--- src/rtl/tagged_track_slot_manager_core_assert.svh ---
// Assertion helpers for the track slot manager.
`ifndef TAGGED_TRACK_SLOT_MANAGER_CORE_ASSERT_SVH
`define TAGGED_TRACK_SLOT_MANAGER_CORE_ASSERT_SVH

// Same-cycle implication, checked outside reset.
`define TTSM_ASSERT_NOW(lbl, ante, cons) \
  lbl: assert property (@(posedge clk) disable iff (!rst_n) (ante) |-> (cons)) \
    else $error("ttsm assertion failed");

// Next-cycle implication, checked outside reset.
`define TTSM_ASSERT_NEXT(lbl, ante, cons) \
  lbl: assert property (@(posedge clk) disable iff (!rst_n) (ante) |=> (cons)) \
    else $error("ttsm assertion failed");

`endif

--- src/rtl/ttsm_pkg.sv ---
package ttsm_pkg;

  localparam int MAX_TRACKS_DEF = 4;
  localparam int CMD_Q_DEPTH    = 2;

  typedef struct packed {
    logic signed [15:0] x;
    logic signed [15:0] y;
    logic signed [15:0] z;
  } pos_t;

  typedef struct packed {
    logic               target_present;
    logic [31:0]        target_key;
    logic signed [15:0] target_x;
    logic signed [15:0] target_y;
    logic signed [15:0] target_z;
    logic [31:0]        frame_time;
    logic               last_target;
  } in_item_t;

  typedef struct packed {
    logic [3:0]         slot_number;
    logic [31:0]        track_id;
    logic [31:0]        track_key;
    logic signed [15:0] track_x;
    logic signed [15:0] track_y;
    logic signed [15:0] track_z;
    logic [31:0]        echo_time;
    logic               last_track;
  } out_item_t;

  // Classified command handed from the front to the back.
  typedef struct packed {
    logic        do_target;
    logic        last;
    logic        en;
    logic [31:0] key;
    pos_t        pos;
    logic [31:0] frame_time;
  } cmd_t;

endpackage

--- src/rtl/ttsm_front.sv ---
module ttsm_front (
  input  logic               clk,
  input  logic               rst_n,
  input  logic               cfg_we,
  input  logic               cfg_wdata,
  input  logic               push,
  output logic               full,
  input  ttsm_pkg::in_item_t in_item,
  input  logic               q_full,
  output logic               q_push,
  output ttsm_pkg::cmd_t     q_cmd
);

  logic enable_r;

  always_ff @(posedge clk) begin
    if (!rst_n) begin
      enable_r <= 1'b0;
    end else if (cfg_we) begin
      enable_r <= cfg_wdata;
    end
  end

  assign full   = q_full;
  assign q_push = push && !q_full;

  // Disabled or absent targets leave the table alone.
  always_comb begin
    q_cmd.do_target  = enable_r && in_item.target_present;
    q_cmd.last       = in_item.last_target;
    q_cmd.en         = enable_r;
    q_cmd.key        = in_item.target_key;
    q_cmd.pos.x      = in_item.target_x;
    q_cmd.pos.y      = in_item.target_y;
    q_cmd.pos.z      = in_item.target_z;
    q_cmd.frame_time = in_item.frame_time;
  end

endmodule

--- src/rtl/ttsm_cmd_fifo.sv ---
module ttsm_cmd_fifo (
  input  logic           clk,
  input  logic           rst_n,
  input  logic           wr_en,
  input  ttsm_pkg::cmd_t wr_data,
  output logic           q_full,
  input  logic           rd_en,
  output logic           q_empty,
  output ttsm_pkg::cmd_t rd_data
);

  localparam int DEPTH = ttsm_pkg::CMD_Q_DEPTH;
  localparam int PTR_W = (DEPTH > 1) ? $clog2(DEPTH) : 1;
  localparam int CNT_W = $clog2(DEPTH + 1);

  ttsm_pkg::cmd_t   mem_r [DEPTH];
  logic [PTR_W-1:0] wr_ptr_r;
  logic [PTR_W-1:0] rd_ptr_r;
  logic [CNT_W-1:0] cnt_r;

  assign q_full  = (cnt_r == CNT_W'(DEPTH));
  assign q_empty = (cnt_r == '0);
  assign rd_data = mem_r[rd_ptr_r];

  always_ff @(posedge clk) begin
    if (wr_en) begin
      mem_r[wr_ptr_r] <= wr_data;
    end
  end

  always_ff @(posedge clk) begin
    if (!rst_n) begin
      wr_ptr_r <= '0;
      rd_ptr_r <= '0;
      cnt_r    <= '0;
    end else begin
      if (wr_en) begin
        wr_ptr_r <= (wr_ptr_r == PTR_W'(DEPTH - 1)) ? '0 : wr_ptr_r + 1'b1;
      end
      if (rd_en) begin
        rd_ptr_r <= (rd_ptr_r == PTR_W'(DEPTH - 1)) ? '0 : rd_ptr_r + 1'b1;
      end
      if (wr_en && !rd_en) begin
        cnt_r <= cnt_r + 1'b1;
      end else if (rd_en && !wr_en) begin
        cnt_r <= cnt_r - 1'b1;
      end
    end
  end

endmodule

--- src/rtl/ttsm_back.sv ---
module ttsm_back #(
  parameter int MAX_TRACKS = ttsm_pkg::MAX_TRACKS_DEF
) (
  input  logic                clk,
  input  logic                rst_n,
  input  logic                q_empty,
  input  ttsm_pkg::cmd_t      q_cmd,
  output logic                q_pop,
  output logic                empty,
  input  logic                pop,
  output ttsm_pkg::out_item_t out_item
);

  `include "tagged_track_slot_manager_core_assert.svh"

  localparam int IDX_W = (MAX_TRACKS > 1) ? $clog2(MAX_TRACKS) : 1;
  localparam logic [IDX_W-1:0] LAST_IDX = IDX_W'(MAX_TRACKS - 1);

  typedef enum logic {ST_IDLE, ST_EMIT} state_t;

  state_t state_r;
  logic [IDX_W-1:0] emit_idx_r;
  logic [31:0] emit_time_r;
  logic emit_en_r;
  logic out_valid_r;
  ttsm_pkg::out_item_t out_r;

  logic [MAX_TRACKS-1:0] used_r, used_nxt;
  logic [MAX_TRACKS-1:0] seen_r, seen_nxt;
  logic [31:0] key_r [MAX_TRACKS];
  logic [31:0] key_nxt [MAX_TRACKS];
  logic [31:0] id_r [MAX_TRACKS];
  logic [31:0] id_nxt [MAX_TRACKS];
  ttsm_pkg::pos_t pos_r [MAX_TRACKS];
  ttsm_pkg::pos_t pos_nxt [MAX_TRACKS];
  logic [31:0] cnt_r, cnt_nxt;

  logic [MAX_TRACKS-1:0] hit;
  logic any_hit;
  logic any_free;
  logic [IDX_W-1:0] free_idx;
  logic emit_load;
  logic ids_clean;
  ttsm_pkg::out_item_t emit_item;

  assign q_pop     = (state_r == ST_IDLE) && !q_empty;
  assign empty     = !out_valid_r;
  assign out_item  = out_r;
  assign emit_load = (state_r == ST_EMIT) && (!out_valid_r || pop);

  always_comb begin
    hit      = '0;
    any_free = 1'b0;
    free_idx = '0;
    ids_clean = 1'b1;
    for (int k = MAX_TRACKS - 1; k >= 0; k--) begin
      hit[k] = used_r[k] && (key_r[k] == q_cmd.key);
      if (!used_r[k]) begin
        any_free = 1'b1;
        free_idx = IDX_W'(k);
      end
      if (!used_r[k] && (id_r[k] != '0)) begin
        ids_clean = 1'b0;
      end
    end
    any_hit = |hit;
  end

  // Target update first, then frame close on the same command.
  always_comb begin
    used_nxt = used_r;
    seen_nxt = seen_r;
    key_nxt  = key_r;
    id_nxt   = id_r;
    pos_nxt  = pos_r;
    cnt_nxt  = cnt_r;
    if (q_pop && q_cmd.do_target) begin
      if (any_hit) begin
        seen_nxt = seen_r | hit;
      end else if (any_free) begin
        cnt_nxt            = cnt_r + 32'd1;
        used_nxt[free_idx] = 1'b1;
        seen_nxt[free_idx] = 1'b1;
        key_nxt[free_idx]  = q_cmd.key;
        id_nxt[free_idx]   = cnt_r + 32'd1;
        pos_nxt[free_idx]  = q_cmd.pos;
      end
    end
    if (q_pop && q_cmd.last && q_cmd.en) begin
      for (int k = 0; k < MAX_TRACKS; k++) begin
        if (used_nxt[k] && !seen_nxt[k]) begin
          used_nxt[k] = 1'b0;
          id_nxt[k]   = '0;
        end
        seen_nxt[k] = 1'b0;
      end
    end
  end

  always_ff @(posedge clk) begin
    key_r <= key_nxt;
  end

  always_ff @(posedge clk) begin
    if (!rst_n) begin
      used_r <= '0;
      seen_r <= '0;
      cnt_r  <= '0;
      for (int k = 0; k < MAX_TRACKS; k++) begin
        id_r[k]  <= '0;
        pos_r[k] <= '0;
      end
    end else begin
      used_r <= used_nxt;
      seen_r <= seen_nxt;
      cnt_r  <= cnt_nxt;
      id_r   <= id_nxt;
      pos_r  <= pos_nxt;
    end
  end

  always_comb begin
    emit_item.slot_number = 4'(emit_idx_r);
    emit_item.track_id    = (emit_en_r && used_r[emit_idx_r]) ? id_r[emit_idx_r] : '0;
    emit_item.track_key   = (emit_en_r && used_r[emit_idx_r]) ? key_r[emit_idx_r] : '0;
    emit_item.track_x     = emit_en_r ? pos_r[emit_idx_r].x : '0;
    emit_item.track_y     = emit_en_r ? pos_r[emit_idx_r].y : '0;
    emit_item.track_z     = emit_en_r ? pos_r[emit_idx_r].z : '0;
    emit_item.echo_time   = emit_time_r;
    emit_item.last_track  = (emit_idx_r == LAST_IDX);
  end

  always_ff @(posedge clk) begin
    if (!rst_n) begin
      state_r     <= ST_IDLE;
      emit_idx_r  <= '0;
      out_valid_r <= 1'b0;
    end else begin
      unique case (state_r)
        ST_IDLE: begin
          if (pop) begin
            out_valid_r <= 1'b0;
          end
          if (q_pop && q_cmd.last) begin
            state_r     <= ST_EMIT;
            emit_idx_r  <= '0;
            emit_time_r <= q_cmd.frame_time;
            emit_en_r   <= q_cmd.en;
          end
        end
        ST_EMIT: begin
          if (emit_load) begin
            out_r       <= emit_item;
            out_valid_r <= 1'b1;
            if (emit_idx_r == LAST_IDX) begin
              state_r <= ST_IDLE;
            end else begin
              emit_idx_r <= emit_idx_r + 1'b1;
            end
          end
        end
        default: begin
          state_r <= ST_IDLE;
        end
      endcase
    end
  end

  `TTSM_ASSERT_NEXT(a_last_load_to_idle,
    emit_load && (emit_idx_r == LAST_IDX),
    (state_r == ST_IDLE) && out_valid_r && out_r.last_track)
  `TTSM_ASSERT_NEXT(a_frame_end_starts_emit, q_pop && q_cmd.last,
    (state_r == ST_EMIT) && (emit_idx_r == '0))
  `TTSM_ASSERT_NOW(a_last_beat_slot, out_valid_r && out_r.last_track,
    out_r.slot_number == 4'(MAX_TRACKS - 1))
  `TTSM_ASSERT_NOW(a_free_slot_id_zero, 1'b1, ids_clean)

endmodule

--- src/rtl/tagged_track_slot_manager_core.sv ---
// Channel   Handshake             Payload
// input     push / full           in_item  (ttsm_pkg::in_item_t)
// result    empty / pop           out_item (ttsm_pkg::out_item_t)
// config    cfg_we                cfg_wdata (enable)
//
// A target that is not the last of its frame is applied to the table as it leaves the queue.
// The last target adds MAX_TRACKS slot beats: one slot beat per cycle while the result is popped.
// A two-entry command queue lets input keep flowing while the table is emitted.
// Result stalls hold the slot sequencer; the queue fills and then raises full.
// Synchronous active-low reset clears the table flags, ids, positions and counter.
module tagged_track_slot_manager_core #(
  parameter int MAX_TRACKS = ttsm_pkg::MAX_TRACKS_DEF
) (
  input  logic                clk,
  input  logic                rst_n,
  input  logic                cfg_we,
  input  logic                cfg_wdata,
  input  logic                push,
  output logic                full,
  input  ttsm_pkg::in_item_t  in_item,
  output logic                empty,
  input  logic                pop,
  output ttsm_pkg::out_item_t out_item
);

  ttsm_pkg::cmd_t push_cmd;
  ttsm_pkg::cmd_t head_cmd;
  logic q_push;
  logic q_full;
  logic q_pop;
  logic q_empty;

  ttsm_front u_front (
    .clk      (clk),
    .rst_n    (rst_n),
    .cfg_we   (cfg_we),
    .cfg_wdata(cfg_wdata),
    .push     (push),
    .full     (full),
    .in_item  (in_item),
    .q_full   (q_full),
    .q_push   (q_push),
    .q_cmd    (push_cmd)
  );

  ttsm_cmd_fifo u_cmd_fifo (
    .clk    (clk),
    .rst_n  (rst_n),
    .wr_en  (q_push),
    .wr_data(push_cmd),
    .q_full (q_full),
    .rd_en  (q_pop),
    .q_empty(q_empty),
    .rd_data(head_cmd)
  );

  ttsm_back #(
    .MAX_TRACKS(MAX_TRACKS)
  ) u_back (
    .clk     (clk),
    .rst_n   (rst_n),
    .q_empty (q_empty),
    .q_cmd   (head_cmd),
    .q_pop   (q_pop),
    .empty   (empty),
    .pop     (pop),
    .out_item(out_item)
  );

endmodule

--- config.mk ---
export PLATFORM = sky130hd
export DESIGN_NAME = tagged_track_slot_manager_core
export DESIGN_NICKNAME = d
export VERILOG_FILES = /design/src/rtl/ttsm_pkg.sv /design/src/rtl/ttsm_front.sv /design/src/rtl/ttsm_cmd_fifo.sv /design/src/rtl/ttsm_back.sv /design/src/rtl/tagged_track_slot_manager_core.sv
export VERILOG_INCLUDE_DIRS = /design/src /design/src/rtl
export SDC_FILE = /design/constraint.sdc
export NUM_CORES = 1
export LEC_CHECK = 0
export BUFFER_PORTS_ARGS = -buffer_cell sky130_fd_sc_hd__buf_2
export CORE_MARGIN = 5
export CORE_UTILIZATION = 32
export DETAILED_ROUTE_END_ITERATION = 12
export HOLD_SLACK_MARGIN = 0.06
export SYNTH_ARGS = -nofsm -noshare
export SYNTH_HDL_FRONTEND = slang
export SYNTH_SLANG_ARGS = --single-unit
--- constraint.sdc ---
create_clock -name clk -period 5.7 [get_ports clk]
set_input_delay 0.285 -clock clk [delete_from_list [all_inputs] [get_ports clk]]
set_output_delay 0.285 -clock clk [all_outputs]
set_load 0.01 [all_outputs]
==> run metrics <==
status=complete, no violations; core region area=114000 um2; pwr dens=408 nW/um2; layout cells sized above 1=22.6%; final hold vios=0; Final Skew=0.0345 ns; Max-cap violations=0; GRT Total Usage=15.0%; Avg Cell Area, Syn=14.0 um2; final instance area=44100 um2; post-synthesis cell area=36700 um2; via count=22254; Worst setup SP type=register; remaining routing DRC violations=0; CTS tree=yes; CP endpoint kind=register; cell taking the most area after synthesis=edfxtp_1; # rows=124; Register-to-Register Path Depth=10; Layout fillers=10693; Die ar.=121000 um2; clock period minus worst slack=4.64 ns; I/O pins=271; Synth cell types=60; CTS sink cnt=908; register bit total from synthesis=908; antenna violations before repair=3; area delta synth->final=20.2%; WL/cell=20.3 um; first-pass GRT wire length=142 mm; H-tree depth=3; Die Wd=348 um; PortBufs=268; Tcrit/Tclk final=81.5%; R2R setup slack=1.06 ns; CP max stage cell=dfxtp_4; WHS Path Cells=2; synthesized instance count=2624; CP max FO=33; CTS clk-pin slew, worst paths=0.06 ns; CTS Buffer Depth=3; Worst EP arrival=4.94 ns; Max Clk Rate=0.215 GHz; later-pin clock latency in the skew report=0.68 ns; Final #Nets=3102; Non-Filler Instances=4578; Worst slew margin=13.1%; DPL Wire Length=57.3 mm; routability cong.=0.860; Leak=15.5 nW; final setup fails=0; remaining antenna violation count=0; slew at the pin closest to its max-slew limit=1.30 ns; Post-synth EDFFs=538; Critical R2R Capture=u_back.key_r[46]; Placed Instances=4271; Slew Viols, Final=0; largest net degree at the start of global routing=165; Setup CP Type=reg2reg; gr ovfl total=0; CP max stage delay=0.63 ns; final wirelength=93.1 mm; worst path required time=6.00 ns; Vias/cell=4.86; total CTS buffers=99; Die Y-Extent=348 um; setup TNS=0 ns; crit-path most repeated cell=buf_4; initial core utilization=32.1%; Peak VDD IR=0.268 mV; vias in the first global route=22820; setup bufs post-CTS=0; worst hold path type=in2reg; Root Buffer=clkbuf_16; largest cells by area after synthesis=edfxtp_1 44%, dfxtp_1 20%, mux4_2 6.9%, mux2i_1 4.9%, xnor2_1 2.8%; worst path cell trace=buf_4 -> mux2i_1 -> xnor2_1 -> a2111oi_0 -> and4_1 -> a211o_1 -> nor3_4 -> nand2_4 -> inv_2 -> buf_4; register area share after synthesis=64.3%; first-pass iteration count of the detailed router=5; RSZ-0062 raised after global routing=false; Starting DRT DRC Count=1227; commonest register cell after synthesis=edfxtp_1; Worst Min Path Start=in_item[1]; Async SR Flop Fraction=0%; Yosys top cell area share=44.1%; Hold Path End=u_cmd_fifo.mem_r[1][0]; warning count from the yosys run=0; Placed Instance Area=39600 um2
-- metal layers --
metal,vias up,GRT usage (%),share of wire [%]
li1,10494,-,-
met5,-,0,0
met3,135,2.82,5.2
met1,11100,20.5,45
met4,0,4.16,2.3
met2,525,24.6,47
-- registers in the layout, summed over array words and instances, names as in the netlist, 32 cells and up, named ones only --
signal,count
u_back.id_r,128
u_back.pos_r,192
u_back.out_item,147
u_cmd_fifo.mem_r,230
u_back.key_r,128
u_back.cnt_r,32
u_back.emit_time_r,32
-- worst max path at each step --
stage	startpoint	to	slack, ns	depth (start not counted)
6_report	register	u_back.key_r[46]	1.06	10
5_1_grt	register	u_back.key_r[43]	0.74	11
4_1_cts	register	u_back.key_r[39]	1.00	10
3_5_place_dp	register	u_back.key_r[56]	1.05	10
3_3_place_gp	register	u_back.key_r[51]	1.10	11
2_1_floorplan	rst_n	u_back.out_item[0]	0.85	3
-- kinds of logic after synthesis --
group                      share of synthesized area (%)
DFF                                                 64.3
and+or+nand+nor                                     9.58
muxes                                               15.1
AOI/OAI and AO/OA                                   4.59
buffers and inverters                               2.55
xor gates and xnor gates                            3.80
adders and majority gates                          0.102
other                                             0.0102
-- cell type report --
cell class	instances	area, um2	area share (%)
tap	1512	1890	4.29
clock inverter	44	520	1.18
multi-input combinational	1492	12300	27.8
sequential	908	23600	53.5
clock buffer	139	2680	6.09
antenna	5	12.5	0.0284
timing repair buffer	426	2920	6.63
inverter	52	196	0.446
-- placed cells by master, fill, tap and decap left out, drive strengths merged, types with 72 or more instances in the layout --
| master | netlist | final |
|---|---|---|
| edfxtp | 538 | 538 |
| dfxtp | 370 | 370 |
| buf | 59 | 307 |
| mux2i | 199 | 199 |
| nand2 | 183 | 183 |
| nor2 | 147 | 147 |
| clkbuf | 114 | 139 |
| xnor2 | 119 | 119 |
| dlygate4sd3 | 0 | 119 |
| mux4 | 113 | 113 |
| nand3 | 93 | 93 |
| a211oi | 88 | 88 |
| mux2 | 81 | 81 |
| and3 | 72 | 72 |
-- metrics by stage --
step                setup slack [ns]  hold WS (ns)  utilization (%)  power [mW]
finish                          1.06         0.326             38.6        18.0
global route                   0.744         0.287             38.6        18.8
CTS                             1.00         0.260             38.6        18.2
detailed placement              1.05         0.405             34.8        11.8
global placement                1.10         0.401             34.8        11.8
floorplan                      0.849         0.384                -        10.6
-- power by group --
group	total (mW)	internal, mW	switching (mW)
Sequential	8.27	7.93	0.331
Clock	6.29	3.63	2.66
Combinational	3.42	1.33	2.08
-- cells in the mapped netlist (12+ instances only) --
cell	instances
and3_1	72
mux2_2	81
a21oi_1	28
nand3_1	93
inv_1	49
nor4_1	36
nand4_1	27
edfxtp_1	538
mux2i_2	17
o41ai_1	13
nor2b_1	30
nand2b_1	12
o21ai_0	42
xor2_1	40
dfxtp_1	370
mux4_2	113
mux2i_1	181
a211oi_1	88
o211a_1	29
nor2_1	146
xnor2_1	119
buf_1	21
nand2_1	183
and2_1	51
o21ai_1	12
buf_2	28
clkbuf_1	114
-- critical path, delay by kind of cell (launching register included) --
kind	cells	cell delay, ns
and+or+nand+nor	3	0.73
AOI/OAI and AO/OA	2	0.52
buffers and inverters	3	1.54
DFF	1	0.63
xor gates and xnor gates	1	0.22
muxes	1	0.57
-- what timing repair did --
| item | CTS | global route |
|---|---|---|
| hold buffers | 119 | 0 |
| gates resized for setup | 0 | 0 |
| endpoints found under the hold margin | 256 | 0 |
(Power assumes the default switching activity.)
